**config.mk**
```make
export PLATFORM = sky130hd
export DESIGN_NAME = bra_ctrl
export DESIGN_NICKNAME = d
export VERILOG_FILES = /design/src/sv/bra_pkg.sv /design/src/sv/bra_ctrl.sv
export SDC_FILE = /design/constraint.sdc
export NUM_CORES = 1
export LEC_CHECK = 0
export BUFFER_PORTS_ARGS = -buffer_cell sky130_fd_sc_hd__buf_2
export CORE_ASPECT_RATIO = 1.1
export CORE_MARGIN = 2
export CORE_UTILIZATION = 48
export DETAILED_ROUTE_END_ITERATION = 6
export HOLD_SLACK_MARGIN = 0.02
export PLACE_DENSITY = 0.74
export SETUP_SLACK_MARGIN = 0.2
export SYNTH_ARGS = -nofsm -noshare
export SYNTH_HDL_FRONTEND = slang
export SYNTH_SLANG_ARGS = --single-unit
```
**constraint.sdc**
```tcl
create_clock -name clk -period 4.7 [get_ports clk]
set_clock_uncertainty 0.1 [all_clocks]
set_input_delay 0.705 -clock clk [delete_from_list [all_inputs] [get_ports clk]]
set_output_delay 0.705 -clock clk [all_outputs]
set_load 0.05 [all_outputs]
```
**src/sv/bra_pkg.sv**
```systemverilog
`timescale 1ns / 1ps
// Shared package for the banker's resource allocator.
// Sizes, codes, datapath command/status structs and FSM types; no dependencies.
package bra_pkg;

  localparam int NUM_RES      = 5;
  localparam int NUM_PROC     = 16;
  localparam int QUEUE_DEPTH  = 8;
  localparam int AMOUNT_WIDTH = 16;

  localparam int FIELD_CNT = 5;
  localparam int FIELD_W   = 16;
  localparam int OPC_W     = 3;
  localparam int PID_W     = 4;
  localparam int STAT_W    = 4;
  localparam int CFG_W     = 5;

  localparam int ROW_W  = $clog2(NUM_PROC);
  localparam int PC_W   = $clog2(NUM_PROC + 1);
  localparam int QC_W   = $clog2(QUEUE_DEPTH + 1);
  localparam int QI_W   = (QUEUE_DEPTH > 1) ? $clog2(QUEUE_DEPTH) : 1;
  localparam int WORK_W = AMOUNT_WIDTH + $clog2(NUM_PROC + 1);

  typedef logic [AMOUNT_WIDTH-1:0] amt_t;
  typedef amt_t [NUM_RES-1:0] amt_vec_t;

  typedef enum logic [OPC_W-1:0] {
    OP_SET_AVAIL  = 3'd0,
    OP_LOAD_MAX   = 3'd1,
    OP_LOAD_ALLOC = 3'd2,
    OP_CHECK      = 3'd3,
    OP_ALLOCATE   = 3'd4,
    OP_RELEASE    = 3'd5
  } opcode_t;

  typedef enum logic [STAT_W-1:0] {
    ST_GRANTED     = 4'd0,
    ST_UNSAFE_WAIT = 4'd1,
    ST_SHORT_WAIT  = 4'd2,
    ST_INVALID     = 4'd3,
    ST_SAFE        = 4'd4,
    ST_UNSAFE      = 4'd5,
    ST_LOADED      = 4'd6,
    ST_MAX_BELOW   = 4'd7,
    ST_QUEUE_FULL  = 4'd8
  } status_t;

  typedef enum logic [3:0] {
    DP_NOP,
    DP_LATCH,
    DP_LOAD,
    DP_SCAN_INIT,
    DP_SCAN_STEP,
    DP_WALK_INIT,
    DP_WALK_STEP,
    DP_APPLY,
    DP_ROLLBACK,
    DP_RELEASE,
    DP_ENQ,
    DP_Q_LOAD,
    DP_Q_ADV,
    DP_Q_DONE
  } dp_op_t;

  typedef struct packed {
    dp_op_t op;
    logic   keep;
    logic   use_i;
  } dp_cmd_t;

  typedef struct packed {
    logic [OPC_W-1:0] op;
    logic [PID_W-1:0] pid;
    logic [PC_W-1:0]  row;
    logic             load_bad;
    logic             pid_bad;
    logic             need_bad;
    logic             short_avail;
    logic             scan_end;
    logic             row_bad;
    logic             walk_safe;
    logic             rel_bad;
    logic             q_full;
    logic             q_end;
    logic             q_last;
    logic             q_empty;
    logic [QC_W-1:0]  q_cnt;
  } dp_stat_t;

  typedef enum logic [3:0] {
    S_IDLE,
    S_DISPATCH,
    S_GRANT,
    S_SCAN,
    S_WALK,
    S_GRANT_DONE,
    S_REL_CHK,
    S_REL_NEXT,
    S_EMIT
  } ctl_state_t;

  typedef enum logic [1:0] {
    M_CHECK,
    M_ALLOC,
    M_RECHECK
  } mode_t;

endpackage

```
**src/sv/bra_ctrl.sv**
```systemverilog
`timescale 1ns / 1ps
// Controller FSM: sequences loads, safety walks, grants and queue rechecks,
// and holds the result output register. Depends on bra_pkg.
module bra_ctrl (
  input  logic                       clk,
  input  logic                       rst_n,
  input  logic                       in_valid,
  output logic                       in_ready,
  output logic                       out_valid,
  input  logic                       out_ready,
  output logic [bra_pkg::STAT_W-1:0] out_status,
  output logic [bra_pkg::PID_W-1:0]  out_subject,
  output logic                       out_last,
  output bra_pkg::dp_cmd_t           cmd,
  input  bra_pkg::dp_stat_t          stat
);
  import bra_pkg::*;

  ctl_state_t state_r, state_nxt, ret_r, ret_nxt;
  mode_t      mode_r, mode_nxt;
  status_t    st_r, st_nxt, pst_r, pst_nxt;
  logic [PID_W-1:0] psub_r, psub_nxt;
  logic       plast_r, plast_nxt;
  logic       out_valid_r;
  logic [STAT_W-1:0] out_status_r;
  logic [PID_W-1:0]  out_subject_r;
  logic       out_last_r;
  logic       out_free;
  status_t    s;

  assign out_free = !out_valid_r || out_ready;
  assign out_valid = out_valid_r;
  assign out_status = out_status_r;
  assign out_subject = out_subject_r;
  assign out_last = out_last_r;

  always_ff @(posedge clk) begin
    if (!rst_n) begin
      state_r <= S_IDLE;
      ret_r <= S_IDLE;
      mode_r <= M_CHECK;
      st_r <= ST_GRANTED;
      out_valid_r <= 1'b0;
    end else begin
      state_r <= state_nxt;
      ret_r <= ret_nxt;
      mode_r <= mode_nxt;
      st_r <= st_nxt;
      if (state_r == S_EMIT && out_free) begin
        out_valid_r <= 1'b1;
      end else if (out_ready) begin
        out_valid_r <= 1'b0;
      end
    end
  end

  always_ff @(posedge clk) begin
    pst_r <= pst_nxt;
    psub_r <= psub_nxt;
    plast_r <= plast_nxt;
    if (state_r == S_EMIT && out_free) begin
      out_status_r <= pst_r;
      out_subject_r <= psub_r;
      out_last_r <= plast_r;
    end
  end

  always_comb begin
    state_nxt = state_r;
    ret_nxt = ret_r;
    mode_nxt = mode_r;
    st_nxt = st_r;
    pst_nxt = pst_r;
    psub_nxt = psub_r;
    plast_nxt = plast_r;
    cmd = '{op: DP_NOP, keep: 1'b0, use_i: 1'b0};
    in_ready = 1'b0;
    s = st_r;
    case (state_r)
      S_IDLE: begin
        in_ready = 1'b1;
        if (in_valid) begin
          cmd.op = DP_LATCH;
          state_nxt = S_DISPATCH;
        end
      end
      S_DISPATCH: begin
        pst_nxt = ST_INVALID;
        psub_nxt = stat.pid;
        plast_nxt = 1'b1;
        ret_nxt = S_IDLE;
        case (stat.op)
          OP_SET_AVAIL, OP_LOAD_MAX, OP_LOAD_ALLOC: begin
            state_nxt = S_EMIT;
            if (stat.op == OP_SET_AVAIL || !stat.load_bad) begin
              cmd.op = DP_LOAD;
              pst_nxt = ST_LOADED;
            end
          end
          OP_CHECK: begin
            mode_nxt = M_CHECK;
            cmd.op = DP_SCAN_INIT;
            state_nxt = S_SCAN;
          end
          OP_ALLOCATE: begin
            mode_nxt = M_ALLOC;
            state_nxt = S_GRANT;
          end
          OP_RELEASE: state_nxt = S_REL_CHK;
          default: state_nxt = S_EMIT;
        endcase
      end
      S_GRANT: begin
        if (stat.pid_bad || stat.need_bad) begin
          st_nxt = ST_INVALID;
          state_nxt = S_GRANT_DONE;
        end else if (stat.short_avail) begin
          st_nxt = ST_SHORT_WAIT;
          state_nxt = S_GRANT_DONE;
        end else begin
          cmd.op = DP_APPLY;
          state_nxt = S_SCAN;
        end
      end
      S_SCAN: begin
        cmd.use_i = 1'b1;
        if (stat.scan_end) begin
          cmd.op = DP_WALK_INIT;
          state_nxt = S_WALK;
        end else if (stat.row_bad) begin
          if (mode_r == M_CHECK) begin
            pst_nxt = ST_MAX_BELOW;
            psub_nxt = PID_W'(stat.row);
            plast_nxt = 1'b1;
            ret_nxt = S_IDLE;
            state_nxt = S_EMIT;
          end else begin
            cmd.op = DP_ROLLBACK;
            st_nxt = ST_MAX_BELOW;
            state_nxt = S_GRANT_DONE;
          end
        end else begin
          cmd.op = DP_SCAN_STEP;
        end
      end
      S_WALK: begin
        cmd.use_i = 1'b1;
        if (stat.scan_end) begin
          if (mode_r == M_CHECK) begin
            pst_nxt = stat.walk_safe ? ST_SAFE : ST_UNSAFE;
            psub_nxt = '0;
            plast_nxt = 1'b1;
            ret_nxt = S_IDLE;
            state_nxt = S_EMIT;
          end else if (stat.walk_safe) begin
            st_nxt = ST_GRANTED;
            state_nxt = S_GRANT_DONE;
          end else begin
            cmd.op = DP_ROLLBACK;
            st_nxt = ST_UNSAFE_WAIT;
            state_nxt = S_GRANT_DONE;
          end
        end else begin
          cmd.op = DP_WALK_STEP;
        end
      end
      S_GRANT_DONE: begin
        psub_nxt = stat.pid;
        state_nxt = S_EMIT;
        if (mode_r == M_ALLOC) begin
          if (st_r == ST_UNSAFE_WAIT || st_r == ST_SHORT_WAIT) begin
            if (stat.q_full) s = ST_QUEUE_FULL;
            else cmd.op = DP_ENQ;
          end
          pst_nxt = s;
          plast_nxt = 1'b1;
          ret_nxt = S_IDLE;
        end else begin
          cmd.op = DP_Q_ADV;
          cmd.keep = !(st_r == ST_GRANTED || st_r == ST_INVALID);
          pst_nxt = st_r;
          plast_nxt = stat.q_last;
          ret_nxt = S_REL_NEXT;
        end
      end
      S_REL_CHK: begin
        psub_nxt = stat.pid;
        state_nxt = S_EMIT;
        if (stat.pid_bad || stat.rel_bad) begin
          pst_nxt = ST_INVALID;
          plast_nxt = 1'b1;
          ret_nxt = S_IDLE;
        end else begin
          cmd.op = DP_RELEASE;
          pst_nxt = ST_GRANTED;
          plast_nxt = stat.q_empty;
          ret_nxt = S_REL_NEXT;
        end
      end
      S_REL_NEXT: begin
        mode_nxt = M_RECHECK;
        if (stat.q_end) begin
          cmd.op = DP_Q_DONE;
          state_nxt = S_IDLE;
        end else begin
          cmd.op = DP_Q_LOAD;
          state_nxt = S_GRANT;
        end
      end
      S_EMIT: begin
        if (out_free) state_nxt = ret_r;
      end
      default: state_nxt = S_IDLE;
    endcase
  end

endmodule

```
==> flow_summary.yaml, run 1 <==
final_layout:
  drive_above_1_share_pct: 23.81
  n_fill_cell: 346
  design.final.nets: 283
  utilization_pct: 58.44
  sequential_cell_area_sq_um: 760.7
  antenna_cells: 0
  synthToLayoutAreaGrowth_pct: 16.12
  multi_input_comb_area_sq_um: 992.2
timing:
  timing.fmax_mhz: 303.1
  worst_slew_pin_slew_ns: 0.8460
  period_needed_ns: 3.299
  totalNegativeSetupSlack_ns: 0
  grt_setup_unrepaired: "no"
  setup_violations: 0
  final-max-slew-violation-count: 0
  finalHoldViolations: 0
  maxSlewHeadroom_pct: 43.52
  hold_slack_ns: 0.3253
  layout_worst_path_cycle_share_pct: 70.20
synthesis:
  sequential_fraction_of_the_synthesis_area_pct: 41.36
  synth_largest_area_cell: "edfxtp_1"
  mappedNetlistArea_sq_um: 1839
  syn-instance-count: 212
  top_reg_cell_synth: "edfxtp_1"
  netlist_top_cells_count: "26 x nand2_1, 18 x edfxtp_1, 16 x nor2_1"
  flops_latches_synth: 29
  synthTopCellsByArea: "edfxtp_1 29%, dfxtp_1 12%, nand2_1 5.3%, a221oi_1 3.8%, nor2_1 3.3%"
  syn-mean-instance-area_sq_um: 8.676
  yosys.cell_count.top_type: "nand2_1"
  synth.yosys.warnings: 0
  asyncSetResetFlopFracSynth_pct: 0
  syn-num-nets: 244
  synth-edff-count: 18
  yosys.cell_types.count: 57
  post-synth-top-area-fraction_pct: 29.39
floorplanning:
  num_io_pins: 49
  die_width_um: 63.02
  rows: 23
  die_y_um: 68.92
  start_util_pct: 50.33
  core_region_area_sq_um: 3655
  overall_die_area_sq_um: 4343
detailed_routing:
  route.detailed.vias_per_inst: 5.967
  route.detailed.wl_per_inst_um: 15.41
  vias: 1802
  drcViolationCount: 0
  drt_first_iter_violations: 106
  postRouteWirelength_um: 4655
  route.antenna.remaining_nets: 0
  drt-pass1-iter-count: 4
cts:
  cts_post_setup_buffers_inserted: 0
  clkSinkCount: 29
  max-clock-path-buffers: 2
  post_cts.resized_instances: 0
  clock_tree_from_tritoncts: "done"
  cts.reportedPaths.clkPinSlew_ns: 0.06
  insertion_delay_ns: 0.28
  cts_made_buffers: 5
  cts_hold_buf: 0
  h-tree-depth: 2
  clock-root-buffer: "clkbuf_8"
placed_design:
  placer_s_final_routability_congestion_estimate: 0.9385
  detailedPlacementHpwl_um: 3474
  port_buffers: 43
global_routing:
  groute.layer.met3.usage_pct: 2.760
  grtUsageMet1_pct: 29.40
  antenna_found_initial: 0
  grt_start_max_net_pins: 26
  grt_pass1_vias: 1587
  gr-usage-met2_pct: 37.37
  global_route.peak_usage_layer: "met2"
  grt_first_pass_wirelength_um: 7569
  grt_overflow: 0
  grt.total_usage_pct: 22.93
critical_path:
  r2r-end: "pst_r[0]"
  reg2reg_slack_ns: 2.21
  crit_path_end: "cmd[5]"
  worst-endpoint-arrival_ns: 2.49
  startpoint: "state_r[3]"
  delay_of_the_slowest_cell_on_the_worst_path_ns: 0.87
  critPathLaunchType: "register"
  cp_class: "register to primary output"
  worst-r2r-cell-count: 4
  crit-reg2reg-launch: "state_r[1]"
  cell_at_the_slowest_stage_of_the_critical_path: "dfxtp_1"
  crit_path_cells: "nor2b_1 -> and2_1 -> o21ai_1 -> o21ai_0 -> or3_1 -> buf_2"
  worstPathMaxFanout: 25
  type_of_element_capturing_the_critical_path: "primary output"
  critical_path_required_ns: 3.89
pwr:
  static-leakage-power_nw: 0.8084
  report.power.total_uw: 654.3
  power.ir.vdd_worst_mv: 0.1851
  pwr_density_cell_nw_per_um2: 306.3
run_status:
  status: "finished clean"
worst_hold_path:
  hp-class: "register to register"
run:
  max_cap_violations: 0
cell usage in the layout (no fill, tap or decap), types with 2 or more instances in the layout:
cell      netlist  routed
mux2i_1         2       2
o21a_1          4       4
nand2_1        26      26
buf_2           3      43
inv_1           5       5
a221oi_1        8       8
nand2b_1        5       5
nor3_2          3       3
nor3_1          7       7
clkinv_2        0       2
nor4_1          2       2
a211oi_1        3       3
a21oi_1        11      11
nor2_1         16      16
o21ai_0        10      10
nand3_1         6       6
a21boi_1        2       2
dfxtp_1        11      11
o22ai_1         3       3
or2_1           2       2
edfxtp_1       18      18
o21ai_1         9       9
clkbuf_8        0       5
nor2b_1         9       9
a31oi_1         6       6
o31ai_1         2       2
o311ai_0        2       2
sequential cells by signal, summed over array words and instances, names as in the netlist, 2 cells and up:
name and flops:
out_subject 4, psub_r 4, mode_r 2, state_r 4
out_status 4, st_r 3, pst_r 4
power breakdown:
| group | internal [mW] | total [mW] | switching, mW |
|---|---|---|---|
| combinational | 0.0485 | 0.145 | 0.0964 |
| clock | 0.102 | 0.196 | 0.0941 |
| sequential | 0.293 | 0.313 | 0.0201 |
per-layer routing:
| metal | up-vias | wire, um |
|---|---|---|
| met5 | - | 0 |
| met4 | 0 | 133 |
| met3 | 11 | 263 |
| met2 | 68 | 2270 |
| met1 | 845 | 1988 |
| li1 | 878 | - |
how the worst min path moves through the flow:
stage	startpoint	end	slack (ns)	depth (start not counted)
2_1_floorplan	pst_r[0]	out_status[0]	0.30	0
3_3_place_gp	psub_r[3]	out_subject[3]	0.30	0
3_5_place_dp	psub_r[2]	out_subject[2]	0.31	0
4_1_cts	psub_r[2]	out_subject[2]	0.32	0
5_1_grt	pst_r[2]	out_status[2]	0.33	0
6_report	psub_r[2]	out_subject[2]	0.33	0
metrics by stage:
step / instance area, sq um / cells / setup slack, ns
6_report: 2136 / 302 / 1.401
2_1_floorplan: 1839 / 212 / 1.827
4_1_cts: 2136 / 302 / 1.483
3_3_place_gp: 2053 / 294 / 1.797
3_5_place_dp: 2053 / 294 / 1.794
5_1_grt: 2136 / 302 / 1.216
cell type report:
cell class              instances  area share [%]
repair buffers                 43           10.08
multi-input cells             166           46.46
flip-flops and latches         29           35.62
well taps                      50           2.929
clock inverters                 2          0.4687
clock buffers                   6           3.398
inverters                       6           1.054
critical path: cells and delay by family (launching register included):
family	cells	cell delay, ns
simple gates	3	0.82
compound gates	2	0.29
flops	1	0.87
buf+inv	1	0.22
logic make-up after synthesis:
family / share of synthesized area (%)
mux: 1.088
xor+xnor: 0.9526
compound gates: 27.48
buf+inv: 4.693
flops: 41.36
simple gates: 24.42
No activity file was read; power rests on OpenSTA's default activity.
==> run 2: changes to the inputs <==
- CORE_UTILIZATION: 48 -> 47
- PLACE_DENSITY: 0.74 -> 0.75
- clock period: 4.7 -> 2.7 ns (I/O delays scaled with it)
==> flow_summary.yaml, run 2 (synthesis gave the netlist of run 1 again) <==
final_layout:
  final_cell_area_sq_um: 2251
  mostFrequentLayoutCell: "buf_2"
  antenna_cells: 0
  drive_above_1_share_pct: 30.42
  synthToLayoutAreaGrowth_pct: 22.38
  utilization_pct: 60.63
  n_fill_cell: 340
  layout_common_cells: "42 x buf_2, 26 x nand2_1, 18 x edfxtp_1"
  stdcell_count: 313
  design.final.nets: 294
detailed_routing:
  drt-pass1-iter-count: 4
  drt_first_iter_violations: 69
  route.antenna.remaining_nets: 0
  vias: 1806
  postRouteWirelength_um: 4695
  route.detailed.wl_per_inst_um: 15.00
  drcViolationCount: 0
  route.detailed.vias_per_inst: 5.770
pwr:
  static-leakage-power_nw: 0.8655
  pwr_density_cell_nw_per_um2: 519.2
  power.ir.vdd_worst_mv: 0.2237
global_routing:
  gr-usage-met2_pct: 36.26
  grt_start_max_net_pins: 18
  grt_first_pass_wirelength_um: 7562
  grt.total_usage_pct: 21.62
  grtUsageMet1_pct: 26.65
  grt_overflow: 0
  grt_pass1_vias: 1619
  groute.layer.met3.usage_pct: 4.870
  antenna_found_initial: 0
  global_route.peak_usage_layer: "met2"
timing:
  maxSlewHeadroom_pct: 49.43
  grt_setup_unrepaired: "no"
  layout_worst_path_cycle_share_pct: 89.13
  timing.fmax_mhz: 415.5
  final-max-slew-violation-count: 0
  finalHoldViolations: 0
  period_needed_ns: 2.407
  worst_slew_pin_slew_ns: 0.7569
  totalNegativeSetupSlack_ns: 0
  setup_violations: 0
  final_critical_path_setup_slack_ns: 0.2934
floorplanning:
  rows: 23
  core_region_area_sq_um: 3712
  num_io_pins: 49
  die_width_um: 63.65
  start_util_pct: 49.55
  overall_die_area_sq_um: 4430
  die_y_um: 69.61
cts:
  clock_tree_from_tritoncts: "done"
  max-clock-path-buffers: 2
  clock-root-buffer: "clkbuf_8"
  insertion_delay_ns: 0.28
  cts_made_buffers: 5
  cts_hold_buf: 0
  h-tree-depth: 2
  cts_post_setup_buffers_inserted: 0
  clkSinkCount: 29
  cts.reportedPaths.clkPinSlew_ns: 0.06
placed_design:
  placed_cell_area_sq_um: 2136
  dp_slack_ns: 0.3956
  dp_cells: 305
  detailedPlacementHpwl_um: 3592
  placer_s_final_routability_congestion_estimate: 0.9500
  port_buffers: 43
worst_hold_path:
  hold_depth: 0
  hp-class: "register to register"
  min_from: "pst_r[0]"
  hold_end: "out_status[0]"
critical_path:
  r2r-end: "out_subject[2]"
  type_of_element_capturing_the_critical_path: "primary output"
  cp_class: "register to primary output"
  worstPathMaxFanout: 14
  worst-endpoint-arrival_ns: 1.90
  critical_path_required_ns: 2.19
  crit-reg2reg-launch: "state_r[1]"
  worst-r2r-cell-count: 4
  startpoint: "state_r[2]"
  reg2reg_slack_ns: 0.51
  critPathLaunchType: "register"
run:
  max_cap_violations: 0
run_status:
  status: "finished clean"
[run 2: cell types whose count changed in the layout (fill, tap and decap cells not counted), sizes merged]
cell | before | now
buf | 43 | 53
clkinvlp | 0 | 1
[run 2: layout make-up]
cell class              count  area (sq um)  area share [%]
inverters                   6         22.52           1.001
clock inverters             3         17.52          0.7782
flip-flops and latches     29         773.2           34.35
well taps                  50         62.56           2.779
repair buffers             54         300.3           13.34
multi-input cells         166          1006           44.69
clock buffers               5         68.82           3.057
[run 2: how the worst max path moves through the flow]
stage	endpoint	slack [ns]
6_report	cmd[5]	0.29
2_1_floorplan	cmd[2]	0.43
3_3_place_gp	cmd[5]	0.36
3_5_place_dp	cmd[5]	0.40
4_1_cts	cmd[5]	0.23
5_1_grt	cmd[3]	0.21
[run 2: per-layer routing]
| metal | share of wire, % | up-vias | wire (um) |
|---|---|---|---|
| met4 | 0.98 | 0 | 46 |
| li1 | - | 897 | - |
| met2 | 49 | 58 | 2319 |
| met3 | 6.1 | 4 | 288 |
| met5 | 0 | - | 0 |
| met1 | 43 | 847 | 2040 |
[run 2: metrics by stage]
step           power [mW]  hold WS [ns]
5_1_grt             1.225        0.3384
6_report            1.169        0.3183
2_1_floorplan      0.7341        0.3003
3_3_place_gp       0.8199        0.3014
3_5_place_dp       0.8230        0.3057
4_1_cts             1.175        0.3213
[run 2: timing repair]
item / 4_1_cts / 5_1_grt
resized for setup: 5 / 7
pin swaps: 0 / 0
setup endpoints to repair: 3 / 2
[run 2: power breakdown]
group | internal, mW | switching, mW | leakage, nW
Sequential | 0.510 | 0.0276 | 0.252
Clock | 0.177 | 0.170 | 0.0439
Combinational | 0.105 | 0.179 | 0.570
Total | 0.792 | 0.377 | 0.866
[run 2: critical path, cell delays in order, from the launching register on]
cell and delay [ns]:
dfxtp_2 0.47, or2_4 0.20, nor3_2 0.06, a311oi_1 0.30, a21oi_1 0.06, or3_1 0.31, clkbuf_4 0.22
